`src/rtl/core/assert_macros.svh`:
```
// Assertion helpers
`ifndef ASSERT_MACROS_SVH
`define ASSERT_MACROS_SVH
`define ASSERT_IMPL(lbl, clk, rst_n, a, c) \
  lbl: assert property (@(posedge clk) disable iff (!rst_n) (a) |-> (c)) \
    else $error("assertion failed");
`define ASSERT_NEXT(lbl, clk, rst_n, a, c) \
  lbl: assert property (@(posedge clk) disable iff (!rst_n) (a) |=> (c)) \
    else $error("assertion failed");
`endif

```
`src/rtl/core/rv64_ram.sv`:
```
`timescale 1ns / 1ps
module rv64_ram #(
  parameter int WIDTH = 64,
  parameter int DEPTH = 32
) (
  input  logic                     clk,
  input  logic                     we,
  input  logic [$clog2(DEPTH)-1:0] waddr,
  input  logic [WIDTH-1:0]         wdata,
  input  logic [$clog2(DEPTH)-1:0] raddr,
  output logic [WIDTH-1:0]         rdata
);
  logic [WIDTH-1:0] mem [DEPTH];
  always_ff @(posedge clk) begin
    if (we) begin
      mem[waddr] <= wdata;
    end
    rdata <= mem[raddr];
  end
endmodule

```
`config.mk`:
```
export PLATFORM = sky130hd
export DESIGN_NAME = rv64_ram
export DESIGN_NICKNAME = d
export VERILOG_FILES = /design/src/rtl/core/assert_macros.svh /design/src/rtl/core/rv64_ram.sv
export SDC_FILE = /design/constraint.sdc
export NUM_CORES = 2
export LEC_CHECK = 0
export ABC_AREA = 1
export BUFFER_PORTS_ARGS = -buffer_cell sky130_fd_sc_hd__buf_4
export CORE_MARGIN = 5
export CORE_UTILIZATION = 42
export DETAILED_ROUTE_END_ITERATION = 6
export MAX_ROUTING_LAYER = met4
export PLACE_DENSITY = 0.6
export SLEW_MARGIN = 20
export SYNTH_ARGS = -nofsm -noshare
export SYNTH_HDL_FRONTEND = slang
export SYNTH_SLANG_ARGS = --single-unit
export TNS_END_PERCENT = 1
```
`constraint.sdc`:
```
create_clock -name clk -period 7.94 [get_ports clk]
set_clock_uncertainty 0.15 [all_clocks]
set_input_delay 1.588 -clock clk [delete_from_list [all_inputs] [get_ports clk]]
set_output_delay 1.588 -clock clk [all_outputs]
set_load 0.03 [all_outputs]
```
==> run_results.csv <==
group,metric,value,unit
cells_and_area,final_cell_area,93200,sq um
sta,min_period,3.85,ns
sta,fmax,260,MHz
grt,grt_start_max_net_pins,215,
setup_path,crit_fanout,141,
routing,wl_met3,21200,microns
clock_network,clk_pin_slew_worst_paths,0.06,ns
clock_network,postCtsSetupBuffers,0,
setup_path,cpMaxStageDelayCell,"buf_4",
cells_and_area,fillers,17400,
logic_synthesis,avgSynthCellArea,12.3,sq um
logic_synthesis,syn-cell-area,83000,sq um
routing,drt-initial-drc-count,6319,
setup_path,end_kind,"flip-flop",
cells_and_area,layout_common_cells,"nand2_1 (2376), edfxtp_1 (2048), nand3_1 (1800)",
logic_synthesis,synth_fp_nets,6844,
clock_network,clockBufferDepth,3,
logic_synthesis,ys_types,13,
cells_and_area,nNetsFinal,6858,
floorplanning,die_height,455,microns
sta,setup_tns,0,ns
floorplanning,core,197000,sq um
sta,slew_violations,0,
cells_and_area,drive_above_1_share,0.0801,
cells_and_area,synthToLayoutAreaGrowth,12.3,%
routing,dr.pass1.iters,5,
logic_synthesis,yosys_warnings,0,
routing,via_count,53000,
logic_synthesis,synthTopCellsByArea,"edfxtp_1 (74%), nand3_1 (11%), nand2_1 (11%)",
logic_synthesis,ys_ff_latch,2112,
setup_path,max_stage_delay,0.76,ns
setup_path,r2r_slack,6.51,ns
grt,grtUsageTotal,0.233,
clock_network,clock-sinks,2112,
logic_synthesis,synth_top_area_cell,"edfxtp_1",
clock_network,cts_tree,"yes",
run_status,outcome,"complete, no violations",
setup_path,critPathTopFamily,"buffers and inverters",
sta,setup_viol,0,
setup_path,cp_common_cell,"nand3_1",
sta,hold_viol,0,
power,p_leak,32.8,nW
logic_synthesis,yosysSeqAreaShare,0.756,
setup_path,path_class,"in2reg",
clock_network,cts-resized-gates,0,
routing,routed.top_layer,"met4",
sta,rsz0062_at_grt,"no",
cells_and_area,final_common_cell,"nand2_1",
placed_design,dp.cells,9209,
placed_design,io_buffers,139,
routing,drc,0,
hold_path,hold_class,"reg2reg",
sta,slew_headroom,0.217,
setup_path,worst_ep_required_time,8.58,ns
clock_network,cts_root_buf,"clkbuf_16",
clock_network,cts_made_buffers,211,
setup_path,arrival,4.49,ns
sta,worst_pin_slew,1.17,ns
routing,wl_met2,111000,microns
sta,fin_crit_sh,0.485,
power,peakVddDrop,243,uV
floorplanning,initial_core_util,0.421,
grt,antenna_found_initial,22,
power,power_density,252,nW/um^2
routing,drt_wl_total,237000,microns
floorplanning,io_pins,140,
routing,met1Wirelength,97600,microns
placed_design,place_area,86500,sq um
grt,grt_pass1_wl,345000,microns
grt,grt_overflow,0,
clock_network,cts-htree-levels,4,
clock_network,insertion_delay,0.85,ns
logic_synthesis,yosysTopAreaCellShare,0.741,
setup_path,path_cells,"buf_8 > buf_12 > buf_4 > nand2_1 > nand3_1 > nand3_1 > nand3_1 > nand3_1 > nand2_1",
placed_design,dp_hpwl,109000,microns
setup_path,path_buf_inv,3,
floorplanning,die_w,455,microns
clock_network,cts_hold_buf,0,
routing,wire_per_inst,24.6,microns
routing,vias_per_cell,5.51,
logic_synthesis,synth_cells,6768,
placed_design,gp_congestion,0.751,
cells_and_area,fin_cells,9623,
floorplanning,fp.dieArea,207000,sq um
setup_path,worstSetupStartpointType,"primary input",
flow_run,maxCapViolCount,0,
routing,postRouteAntennaNets,0,
grt,first_global_vias,50800,
floorplanning,num_rows,163,
[stage by stage]
stage                     power, mW  utilization  hold WS [ns]  setup slack [ns]
after floorplan                13.5            -         0.490              2.74
after global placement         14.1        0.439         0.522              3.27
after detailed placement       14.1        0.439         0.529              3.22
after CTS                      23.6        0.473         0.545              4.14
after global routing           24.2        0.473         0.583              3.90
final                          23.5        0.473         0.542              4.09
[power breakdown]
part | leakage [nW] | total (mW) | internal (mW) | switching, mW
registers | 19.0 | 12.5 | 12.4 | 0.0699
logic | 10.6 | 1.41 | 0.361 | 1.04
clock network | 3.21 | 9.59 | 5.39 | 4.20
total | 32.8 | 23.5 | 18.1 | 5.31
[metal layers]
metal  vias to the layer above  GRT usage
met5                         -          -
met4                         0     0.0727
met3                       423     0.0466
met2                      2320      0.362
met1                     26200      0.310
li1                      24100          -
[synthesized netlist by cell type]
cell type  number
buf_1          49
buf_2         275
buf_4          28
buf_6           4
clkbuf_1       82
dfxtp_1        64
edfxtp_1     2048
inv_1           7
inv_2           2
inv_4           1
nand2_1      2376
nand3_1      1800
nor2_1         32
[final cells by class]
class	instances	area, sq um	area share
Sequential cell	2112	62800	0.674
Multi-Input combinational cell	4208	18300	0.196
Clock buffer	320	5930	0.0636
Tap cell	2640	3300	0.0354
Timing Repair Buffer	239	2080	0.0224
Clock inverter	76	693	0.00744
Inverter	10	76.3	0.000819
Antenna cell	18	45.0	0.000483
[worst register-to-register path, stage by stage, from the launching register on]
cell	delay, ns
edfxtp_1	0.37
nand2_1	0.08
nand3_1	0.08
nand3_1	0.12
nand2_1	0.06
nand2_1	0.07
nand2_1	0.13
nand2_1	0.09
nand2_1	0.13
[worst paths after layout]
check                           startpoint  depth (start not counted)         to
worst max-delay path              raddr[0]                          9  rdata[12]
worst min-delay path            mem[2][30]                          6  rdata[30]
worst max register to register  mem[2][17]                          8  rdata[17]
worst min register to register  mem[2][30]                          6  rdata[30]
[flip-flops by register name, indices dropped and copies added, names as in the netlist]
| signal | cells |
|---|---|
| mem | 2048 |
| rdata | 64 |
[cell families (layout without fill, tap and decap cells)]
logic type | after synthesis | count (layout) | synth area share
buf+inv | 448 | 645 | 0.0261
flops | 2112 | 2112 | 0.756
other cells | 0 | 18 | 0
simple gates | 4208 | 4208 | 0.217
Power figures use the tool's default switching activity.
