## src/rtl/core/assert_macros.svh

```systemverilog
// Assertion helpers
`ifndef ASSERT_MACROS_SVH
`define ASSERT_MACROS_SVH
`define ASSERT_IMPL(lbl, clk, rst_n, a, c) \
  lbl: assert property (@(posedge clk) disable iff (!rst_n) (a) |-> (c)) \
    else $error("assertion failed");
`define ASSERT_NEXT(lbl, clk, rst_n, a, c) \
  lbl: assert property (@(posedge clk) disable iff (!rst_n) (a) |=> (c)) \
    else $error("assertion failed");
`endif

```

## src/rtl/core/rv64_pkg.sv

```systemverilog
`timescale 1ns / 1ps
package rv64_pkg;
  localparam logic [6:0] OPC_LUI    = 7'h37;
  localparam logic [6:0] OPC_AUIPC  = 7'h17;
  localparam logic [6:0] OPC_JAL    = 7'h6f;
  localparam logic [6:0] OPC_JALR   = 7'h67;
  localparam logic [6:0] OPC_BRANCH = 7'h63;
  localparam logic [6:0] OPC_LOAD   = 7'h03;
  localparam logic [6:0] OPC_STORE  = 7'h23;
  localparam logic [6:0] OPC_OPIMM  = 7'h13;
  localparam logic [6:0] OPC_OPIMMW = 7'h1b;
  localparam logic [6:0] OPC_OP     = 7'h33;
  localparam logic [6:0] OPC_OPW    = 7'h3b;
  localparam logic [6:0] OPC_SYSTEM = 7'h73;
  localparam logic [11:0] CSR_MEPC    = 12'h341;
  localparam logic [11:0] CSR_MCAUSE  = 12'h342;
  localparam logic [11:0] CSR_MSTATUS = 12'h300;
  localparam logic [11:0] CSR_MTVEC   = 12'h305;
  localparam logic [31:0] IW_ECALL  = 32'h00000073;
  localparam logic [31:0] IW_EBREAK = 32'h00100073;
  localparam logic [31:0] IW_MRET   = 32'h30200073;
  localparam logic [1:0] ST_OK    = 2'd0;
  localparam logic [1:0] ST_HALT  = 2'd1;
  localparam logic [1:0] ST_BAD   = 2'd2;
  localparam logic [1:0] ST_ALIGN = 2'd3;
  typedef struct packed {
    logic        start;
    logic        is_signed;
    logic        is_rem;
    logic [63:0] a;
    logic [63:0] b;
  } div_req_t;
endpackage

```

## src/rtl/core/rv64_div.sv

```systemverilog
`timescale 1ns / 1ps
// Radix-2 restoring divider, one quotient bit per cycle on magnitudes.
module rv64_div
  import rv64_pkg::*;
(
  input  logic        clk,
  input  logic        rst_n,
  input  div_req_t    req,
  output logic        done,
  output logic [63:0] result
);
  logic [6:0]  cnt_r, cnt_nxt;
  logic        busy_r, busy_nxt;
  logic [63:0] q_r, q_nxt, r_r, r_nxt, d_r, d_nxt;
  logic        negq_r, negq_nxt, negr_r, negr_nxt, rem_r, rem_nxt;
  logic        zero_r, zero_nxt;
  logic [63:0] a0_r, a0_nxt;
  logic        done_r, done_nxt;
  logic [65:0] trial;
  logic [64:0] shr;
  logic        na, nb;
  always_comb begin
    cnt_nxt = cnt_r; busy_nxt = busy_r; q_nxt = q_r; r_nxt = r_r; d_nxt = d_r;
    negq_nxt = negq_r; negr_nxt = negr_r; rem_nxt = rem_r; zero_nxt = zero_r;
    a0_nxt = a0_r; done_nxt = 1'b0;
    na = req.is_signed & req.a[63];
    nb = req.is_signed & req.b[63];
    shr = {r_r, q_r[63]};
    trial = {1'b0, shr} - {2'b00, d_r};
    if (req.start) begin
      busy_nxt = 1'b1; cnt_nxt = 7'd0;
      q_nxt = na ? (64'd0 - req.a) : req.a;
      d_nxt = nb ? (64'd0 - req.b) : req.b;
      r_nxt = '0;
      negq_nxt = na ^ nb; negr_nxt = na; rem_nxt = req.is_rem;
      zero_nxt = (req.b == 64'd0); a0_nxt = req.a;
    end else if (busy_r) begin
      if (!trial[65]) begin
        r_nxt = trial[63:0]; q_nxt = {q_r[62:0], 1'b1};
      end else begin
        r_nxt = shr[63:0]; q_nxt = {q_r[62:0], 1'b0};
      end
      cnt_nxt = cnt_r + 7'd1;
      if (cnt_r == 7'd63) begin
        busy_nxt = 1'b0; done_nxt = 1'b1;
      end
    end
  end
  always_ff @(posedge clk) begin
    if (!rst_n) begin
      busy_r <= 1'b0; done_r <= 1'b0; cnt_r <= '0;
    end else begin
      busy_r <= busy_nxt; done_r <= done_nxt; cnt_r <= cnt_nxt;
    end
    q_r <= q_nxt; r_r <= r_nxt; d_r <= d_nxt; negq_r <= negq_nxt;
    negr_r <= negr_nxt; rem_r <= rem_nxt; zero_r <= zero_nxt; a0_r <= a0_nxt;
  end
  assign done = done_r;
  always_comb begin
    if (zero_r) begin
      result = rem_r ? a0_r : '1;
    end else if (rem_r) begin
      result = negr_r ? (64'd0 - r_r) : r_r;
    end else begin
      result = negq_r ? (64'd0 - q_r) : q_r;
    end
  end
endmodule

```

## config.mk

```make
export PLATFORM = sky130hd
export DESIGN_NAME = rv64_div
export DESIGN_NICKNAME = d
export VERILOG_FILES = /design/src/rtl/core/assert_macros.svh /design/src/rtl/core/rv64_pkg.sv /design/src/rtl/core/rv64_div.sv
export SDC_FILE = /design/constraint.sdc
export NUM_CORES = 1
export LEC_CHECK = 0
export BUFFER_PORTS_ARGS = -buffer_cell sky130_fd_sc_hd__buf_4
export CAP_MARGIN = 10
export CORE_ASPECT_RATIO = 0.9
export CORE_MARGIN = 3
export CORE_UTILIZATION = 50
export DETAILED_ROUTE_END_ITERATION = 12
export PLACE_DENSITY = 0.65
export SYNTH_ARGS = -nofsm -noshare
export SYNTH_HDL_FRONTEND = slang
export SYNTH_SLANG_ARGS = --single-unit
export TNS_END_PERCENT = 30
```

## constraint.sdc

```tcl
create_clock -name clk -period 5.2 [get_ports clk]
set_input_delay 1.04 -clock clk [delete_from_list [all_inputs] [get_ports clk]]
set_output_delay 1.04 -clock clk [all_outputs]
set_load 0.01 [all_outputs]
```

==> results.md, run 1 <==
- Crit path capture: result[44]
- Setup CP Type: reg2out
- DRC errors left: 0
- Worst Setup SP: q_r[3]
- Dpl hpwl: 48,400 µm
- Area of the multi-input gates: 12,400 µm²
- Max VDD drop: 0.243 mV
- I/O pins: 198
- Slew margin rel.: 29.7%
- Status: complete, but fails checks
- Initial antenna violation count: 0
- HP Start: cnt_r[6]
- Via total after detailed routing: 19,100
- Vias in the first global route: 18,300
- Routability Congestion: 0.944
- Total GRT Usage: 28.6%
- Synth Instances: 2,422
- Core Util, Final: 59.4%
- CTS root buffer: clkbuf_16
- Register area share after synthesis: 35.8%
- GR Overflow Total: 0
- Die ar.: 43,500 µm²
- Leading area contributor after synthesis: edfxtp_1
- WL/cell: 20.8 µm
- Clock skew: 0.0152 ns
- Row cnt: 69
- Synth-to-Final Area Change: 15.8%
- Critical path endpoint category: primary output
- Die Wd: 220 µm
- Initial core utilization: 51.3%
- Yosys warning count: 0
- Max_cap viols: 0
- ANT nets after route: 0
- Placed Cells: 3,034
- Share of layout cells above drive strength 1: 13.9%
- PnR worst setup slack: -0.0491 ns
- Core footprint: 40,000 µm²
- Final cell count without fillers: 3,105
- H-tree Lvls: 1
- Filler cell count in the final layout: 3,589
- Vias per cell: 6.16
- Crit path max fanout: 6
- PD cells: 298 nW/µm²
- Commonest register cell after synthesis: edfxtp_1
- Clock Path Buffers: 3
- Register Area: 7350 µm²
- Tot Pwr: 7.07 mW
- Syn Nets: 2,625
- R2R Path End: r_r[34]
- CP Data Required Time: 4.16 ns
- Initial DRC count: 1,801
- Ranking of synthesized cells by area: edfxtp_1 (29%), dfxtp_1 (7.1%), a21oi_1 (6.7%), xor2_1 (6.4%), xnor2_1 (6.2%)
- Diodes inserted: 0
- Worst R2R Setup Slack: 0.98 ns
- Fmax: 191 MHz
- Largest net degree at the start of global routing: 162
- Slew @ Worst Pin: 1.05 ns
- Post-synth EDFFs: 196
- Setup Viol. Count Final: 4
- Final Slew Violations: 0
- Worst skew pair latency: 0.59 ns
- Finished Cell Area: 23,800 µm²
- Clock sinks: 269
- Nets: 2,751
- Avg Cell Area, Syn: 8.47 µm²
- Count of input and output buffers: 197
- Leakage: 9.20 nW
- Total CTS buffers: 31
- RSZ-0062 raised after global routing: yes
- Worst-path clk slew: 0.06 ns
- Worst Hold Class: reg2reg
- FF+latch count, synth: 269
- Share of the synthesized area in the top cell type: 28.7%
- Period minus WS final: 5.25 ns
- Pre-antenna DRT Iters: 5
- Async S/R FF share, synth: 0%
- Distinct cell type count after synthesis: 75
- Area after DPL: 22,400 µm²
- Critical Path AT: 4.21 ns
- First-pass GRT wire length: 99,600 µm
- Fin crit share: 101%
- Die span in y: 198 µm
- Area of the mapped netlist: 20,500 µm²
- Reg2reg path depth: 13
- TritonCTS clock tree: done
- DRT Wirelength: 64,600 µm
- Startpoint Class: register
- Hold slack: 0.489 ns
- Failing checks: setup timing
- RR Startpoint: r_r[13]
- Fin. Hold Viols: 0
==> worst min-delay path by stage <==
stage | slack [ns] | cells after the start | endpoint
after floorplan | 0.45 | 2 | cnt_r[6]
after global routing | 0.51 | 2 | cnt_r[6]
after CTS | 0.49 | 2 | cnt_r[6]
final | 0.49 | 2 | cnt_r[6]
after global placement | 0.46 | 2 | cnt_r[6]
after detailed placement | 0.48 | 2 | cnt_r[6]
==> cell usage in the layout, fill, tap and decap left out, types with 7 or more instances in the layout <==
cell type,n
a211oi_1,50
a21o_1,22
a21oi_1,270
a22oi_1,42
a31oi_1,11
and3_1,17
buf_4,236
clkbuf_1,7
clkbuf_16,31
dfxtp_1,71
edfxtp_1,196
ha_1,68
inv_1,105
mux2i_1,53
nand2_1,163
nand2b_1,22
nand3_1,22
nand4_1,46
nor2_1,283
nor2b_1,11
nor3_1,54
nor4_1,23
o21a_1,18
o21ai_0,116
o21bai_1,22
o22ai_1,18
o31ai_1,53
o41ai_1,27
or2_2,12
or3_1,32
or4_1,28
or4_4,8
xnor2_1,145
xor2_1,151
==> synthesized netlist by cell type (all sizes together), types with 4 or more instances <==
| cell type | count |
|---|---|
| nor2 | 284 |
| a21oi | 274 |
| edfxtp | 196 |
| nand2 | 163 |
| xor2 | 151 |
| xnor2 | 145 |
| clkbuf | 134 |
| o21ai | 118 |
| inv | 107 |
| dfxtp | 73 |
| ha | 69 |
| nor3 | 55 |
| o31ai | 55 |
| mux2i | 53 |
| a211oi | 50 |
| nand4 | 46 |
| a22oi | 45 |
| or3 | 37 |
| or4 | 36 |
| o41ai | 31 |
| nor4 | 26 |
| a21o | 22 |
| nand2b | 22 |
| nand3 | 22 |
| o21bai | 22 |
| o21a | 19 |
| o22ai | 18 |
| and3 | 17 |
| buf | 15 |
| or2 | 15 |
| a31oi | 11 |
| nor2b | 11 |
| and2 | 6 |
| nand3b | 5 |
| o31a | 5 |
| or3b | 5 |
| a211o | 4 |
| o211ai | 4 |
==> report_power, final <==
group	internal, mW	total [mW]	switching, mW
registers	2.53	2.74	0.210
logic	0.832	2.03	1.20
clock network	1.35	2.30	0.952
==> per-layer routing <==
layer  vias to the layer above  wire, µm  track usage, %
met2                       667     31600            49.5
met5                         -         0               0
met1                      9184     27000            37.2
li1                       9137         -               -
met3                       142      3490            3.01
met4                         0      2520            10.2
==> registers in the layout, summed over array words and instances (netlist names) <==
register / flops
done: 1
d_r: 64
negq_r: 1
cnt_r: 7
zero_r: 1
q_r: 64
negr_r: 1
r_r: 64
rem_r: 1
busy_r: 1
a0_r: 64
==> cell families (layout without fill, tap and decap cells) <==
family	Yosys count	count (layout)	share of synthesized area, %
fa+ha+maj	70	70	4.31
xor+xnor	296	296	12.6
flops	269	269	35.8
compound gates	713	713	21.8
simple gates	761	761	17.9
buf+inv	257	408	4.73
mux	56	56	2.75
==> critical path, cell delays in order (launching register included) <==
cell,delay [ns]
edfxtp_1,0.49
or4_4,0.51
or4b_4,0.56
buf_4,0.17
or4_1,0.50
or3_1,0.43
o21ai_0,0.23
xnor2_1,0.14
o22ai_1,0.11
a21oi_1,0.30
buf_4,0.18
==> stage by stage <==
step / worst slack [ns] / setup TNS [ns]
after CTS: -0.0793 / -0.155
after detailed placement: 0.302 / 0
after global placement: 0.344 / 0
after global routing: -0.174 / -1.20
after floorplan: 0.681 / 0
final: -0.0491 / -0.109
==> final cells by class <==
class	count	share of cell area (%)
clock buffers	41	3.55
clock inverters	17	0.895
inverters	108	1.71
multi-input cells	1896	52.1
flip-flops and latches	269	31.0
well taps	532	2.80
repair buffers	242	7.97
==> timing repair <==
action	in CTS	in global routing
gates resized for setup	22	13
hold buffers	0	0
setup endpoints to repair	23	16
setup buffers	10	2
pin swaps	9	5
No activity file was read; power rests on OpenSTA's default activity.
==> run 2, diff against run 1 <==
--- a/config.mk
+++ b/config.mk
@@ -7,11 +7,13 @@
 export LEC_CHECK = 0
 export BUFFER_PORTS_ARGS = -buffer_cell sky130_fd_sc_hd__buf_4
 export CAP_MARGIN = 10
+export CELL_PAD_IN_SITES_DETAIL_PLACEMENT = 1
+export CELL_PAD_IN_SITES_GLOBAL_PLACEMENT = 1
 export CORE_ASPECT_RATIO = 0.9
 export CORE_MARGIN = 3
-export CORE_UTILIZATION = 50
+export CORE_UTILIZATION = 46
 export DETAILED_ROUTE_END_ITERATION = 12
-export PLACE_DENSITY = 0.65
+export PLACE_DENSITY = 0.77
 export SYNTH_ARGS = -nofsm -noshare
 export SYNTH_HDL_FRONTEND = slang
 export SYNTH_SLANG_ARGS = --single-unit
==> run 2 against run 1 <==
First-iteration DRC count is 23% lower; global-route usage is 0.56 points higher; count of clock-buffer cells in the layout is 4 lower; sequential share of layout area hardly changed; non-clock buffer count is 8 higher; core utilization is 4.7 points lower; design area is 0.19% higher; the run still ends with setup timing left; worst setup slack worse by 0.049 ns; critical path depth is 1 higher; critical path type unchanged; die area is 8.4% higher; routed wire length is 11% higher; sequential power hardly changed.
==> results.md, run 2 (same netlist as run 1, synthesis figures left out) <==
- Critical Path AT: 4.26 ns (+0.05 ns)
- CTS root buffer: clkbuf_16
- PD cells: 294 nW/µm² (-1.2%)
- Pre-antenna DRT Iters: 5 (unchanged)
- Clock Path Buffers: 3 (unchanged)
- Total CTS buffers: 31 (unchanged)
- Fin crit share: 102% (+0.95 points)
- Max_cap viols: 0 (unchanged)
- Crit-path cells: or4_4 -> or4b_4 -> or4_4 -> or2_4 -> or4_4 -> o21a_4 -> a21oi_2 -> xnor2_1 -> o22ai_1 -> a21oi_1 -> buf_4
- Crit path max fanout: 6 (unchanged)
- Die Wd: 229 µm (+4.1%)
- Setup TNS Final: -0.170 ns (-0.0610 ns)
- Fmax: 189 MHz (-0.93%)
- TritonCTS clock tree: done
- Vias per cell: 6.08 (-1.3%)
- DRT Wirelength: 71,500 µm (+11%)
- Tot Pwr: 7.00 mW (-1.0%)
- Slowest cell delay on critical path: 0.56 ns (about the same)
- Count of input and output buffers: 197 (unchanged)
- Core footprint: 43,500 µm² (+8.9%)
- H-tree Lvls: 1 (unchanged)
- Placed Cells: 3,099 (+2.1%)
- R2R Path End: r_r[7]
- Fin. Hold Viols: 0 (unchanged)
- Critical path endpoint category: primary output
- Initial DRC count: 1,395 (-23%)
- Worst R2R Setup Slack: 0.84 ns (-0.14 ns)
- Leakage: 9.18 nW (-0.16%)
- Clock skew: 0.00810 ns (-0.00706 ns)
- Dpl hpwl: 53,600 µm (+11%)
- CP Data Required Time: 4.16 ns (about the same)
- Largest net degree at the start of global routing: 152 (-6.2%)
- Net Switching: 2.41 mW (+2.3%)
- Startpoint Class: register
- Slew margin rel.: 34.2% (+4.6 points)
- Total GRT Usage: 29.2% (+0.56 points)
- Slew @ Worst Pin: 0.986 ns (-0.0686 ns)
- CP Buf/Inv Count: 1 (-1)
- Diodes inserted: 0 (unchanged)
- Final Slew Violations: 0 (unchanged)
- Share of layout cells above drive strength 1: 14.5% (+0.58 points)
- ANT nets after route: 0 (unchanged)
- Vias in the first global route: 19,700 (+7.3%)
- Crit path capture: result[62]
- Initial antenna violation count: 0 (unchanged)
- Finished Cell Area: 23,800 µm² (+0.19%)
- Synth-to-Final Area Change: 16.0%
- Setup Viol. Count Final: 5 (+1)
- WL/cell: 22.5 µm (+8.4%)
- Die ar.: 47,200 µm² (+8.4%)
- RR Startpoint: r_r[13]
- Row cnt: 72 (+4.3%)
- Worst path depth: 11 (+1)
- First-pass GRT wire length: 110,000 µm (+10%)
- Clock sinks: 269 (unchanged)
- Setup CP Type: reg2out
- Gate power share: 30.0% (+1.3 points)
- Cell mode on critical path: or4_4
- Worst Hold Class: reg2reg
- Worst skew pair latency: 0.60 ns (about the same)
- Initial core utilization: 47.2% (-4.2 points)
- PnR worst setup slack: -0.0984 ns (-0.0493 ns)
- GR Overflow Total: 0 (unchanged)
- Highest-count cells in the layout ignoring fill and taps: nor2_1 (283), a21oi_1 (271), buf_4 (246)
- Routability Congestion: 0.924 (-2.1%)
- Hold slack: 0.498 ns (+0.00904 ns)
- Reg2reg path depth: 13 (unchanged)
- Worst Setup SP: q_r[6]
- Top Family by Delay on Critical Path: simple AND/OR/NAND/NOR gates
- Final cell count without fillers: 3,172 (+2.2%)
- Nets: 2,759 (+0.29%)
- Pre-CTS setup slack: 0.287 ns (-0.0147 ns)
- Clock group share of total power: 30.9% (-1.6 points)
- RSZ-0062 raised after global routing: yes
- I/O pins: 198 (unchanged)
- Die span in y: 206 µm (+4.1%)
- Commonest non-fill, non-tap cell in the layout: nor2_1
- Max VDD drop: 0.294 mV (+21%)
- Core Util, Final: 54.7% (-4.7 points)
- Switch share: 34.5% (+1.1 points)
- Failing checks: setup timing
- Worst-path clk slew: 0.06 ns (about the same)
- Status: complete, but fails checks
- Via total after detailed routing: 19,300 (+0.82%)
- Sequential power share: 39.2% (+0.4 points)
- Worst path slowest cell: or4_4
- DRC errors left: 0 (unchanged)
- Period minus WS final: 5.30 ns (+0.0493 ns)
- Area after DPL: 22,500 µm² (+0.45%)
- P_int: 4.58 mW (-2.6%)
==> run 2: area by class of cell <==
type                       count  area, µm²
timing repair buffer         250       1920
tap                          592        741
multi-input combinational   1896      12400
clock buffer                  37        818
sequential                   269       7360
inverter                     108        405
clock inverter                20        155
fill                        5209      19700
==> run 2: repair_timing <==
item,4_1_cts,5_1_grt
endpoints found under the setup margin,20,18
resized for setup,22,23
hold buffers,0,0
pin swaps,6,4
setup buffers,10,6
==> run 2: worst min-delay path by stage <==
stage | from | to | slack [ns] | depth (start not counted)
2_1_floorplan | cnt_r[6] | cnt_r[6] | 0.45 | 2
3_3_place_gp | cnt_r[6] | cnt_r[6] | 0.46 | 2
3_5_place_dp | cnt_r[6] | cnt_r[6] | 0.49 | 2
4_1_cts | cnt_r[6] | cnt_r[6] | 0.50 | 2
5_1_grt | cnt_r[5] | cnt_r[5] | 0.52 | 2
6_report | cnt_r[5] | cnt_r[5] | 0.50 | 2
==> run 2: power by group through the flow <==
stage | Combinational, mW | Clock, mW | Sequential [mW]
4_1_cts | 2.06 | 2.19 | 2.73
6_report | 2.10 | 2.16 | 2.74
3_3_place_gp | 1.98 | 0 | 2.77
3_5_place_dp | 2.02 | 0 | 2.78
5_1_grt | 2.29 | 2.28 | 2.76
2_1_floorplan | 1.31 | 0 | 2.69
==> run 2: tightest hold or removal path, stage by stage, from the launching register on <==
cell	delay (ns)
dfxtp_1	0.32
o21ai_0	0.07
a21oi_1	0.06
==> run 2: layer usage <==
layer	part of all wire, %	global-route usage, %	up-vias
met5	0	0	-
met4	3.5	9.63	0
met3	4.4	3.40	121
met2	50	52.3	475
met1	42	36.7	9563
li1	-	-	9127
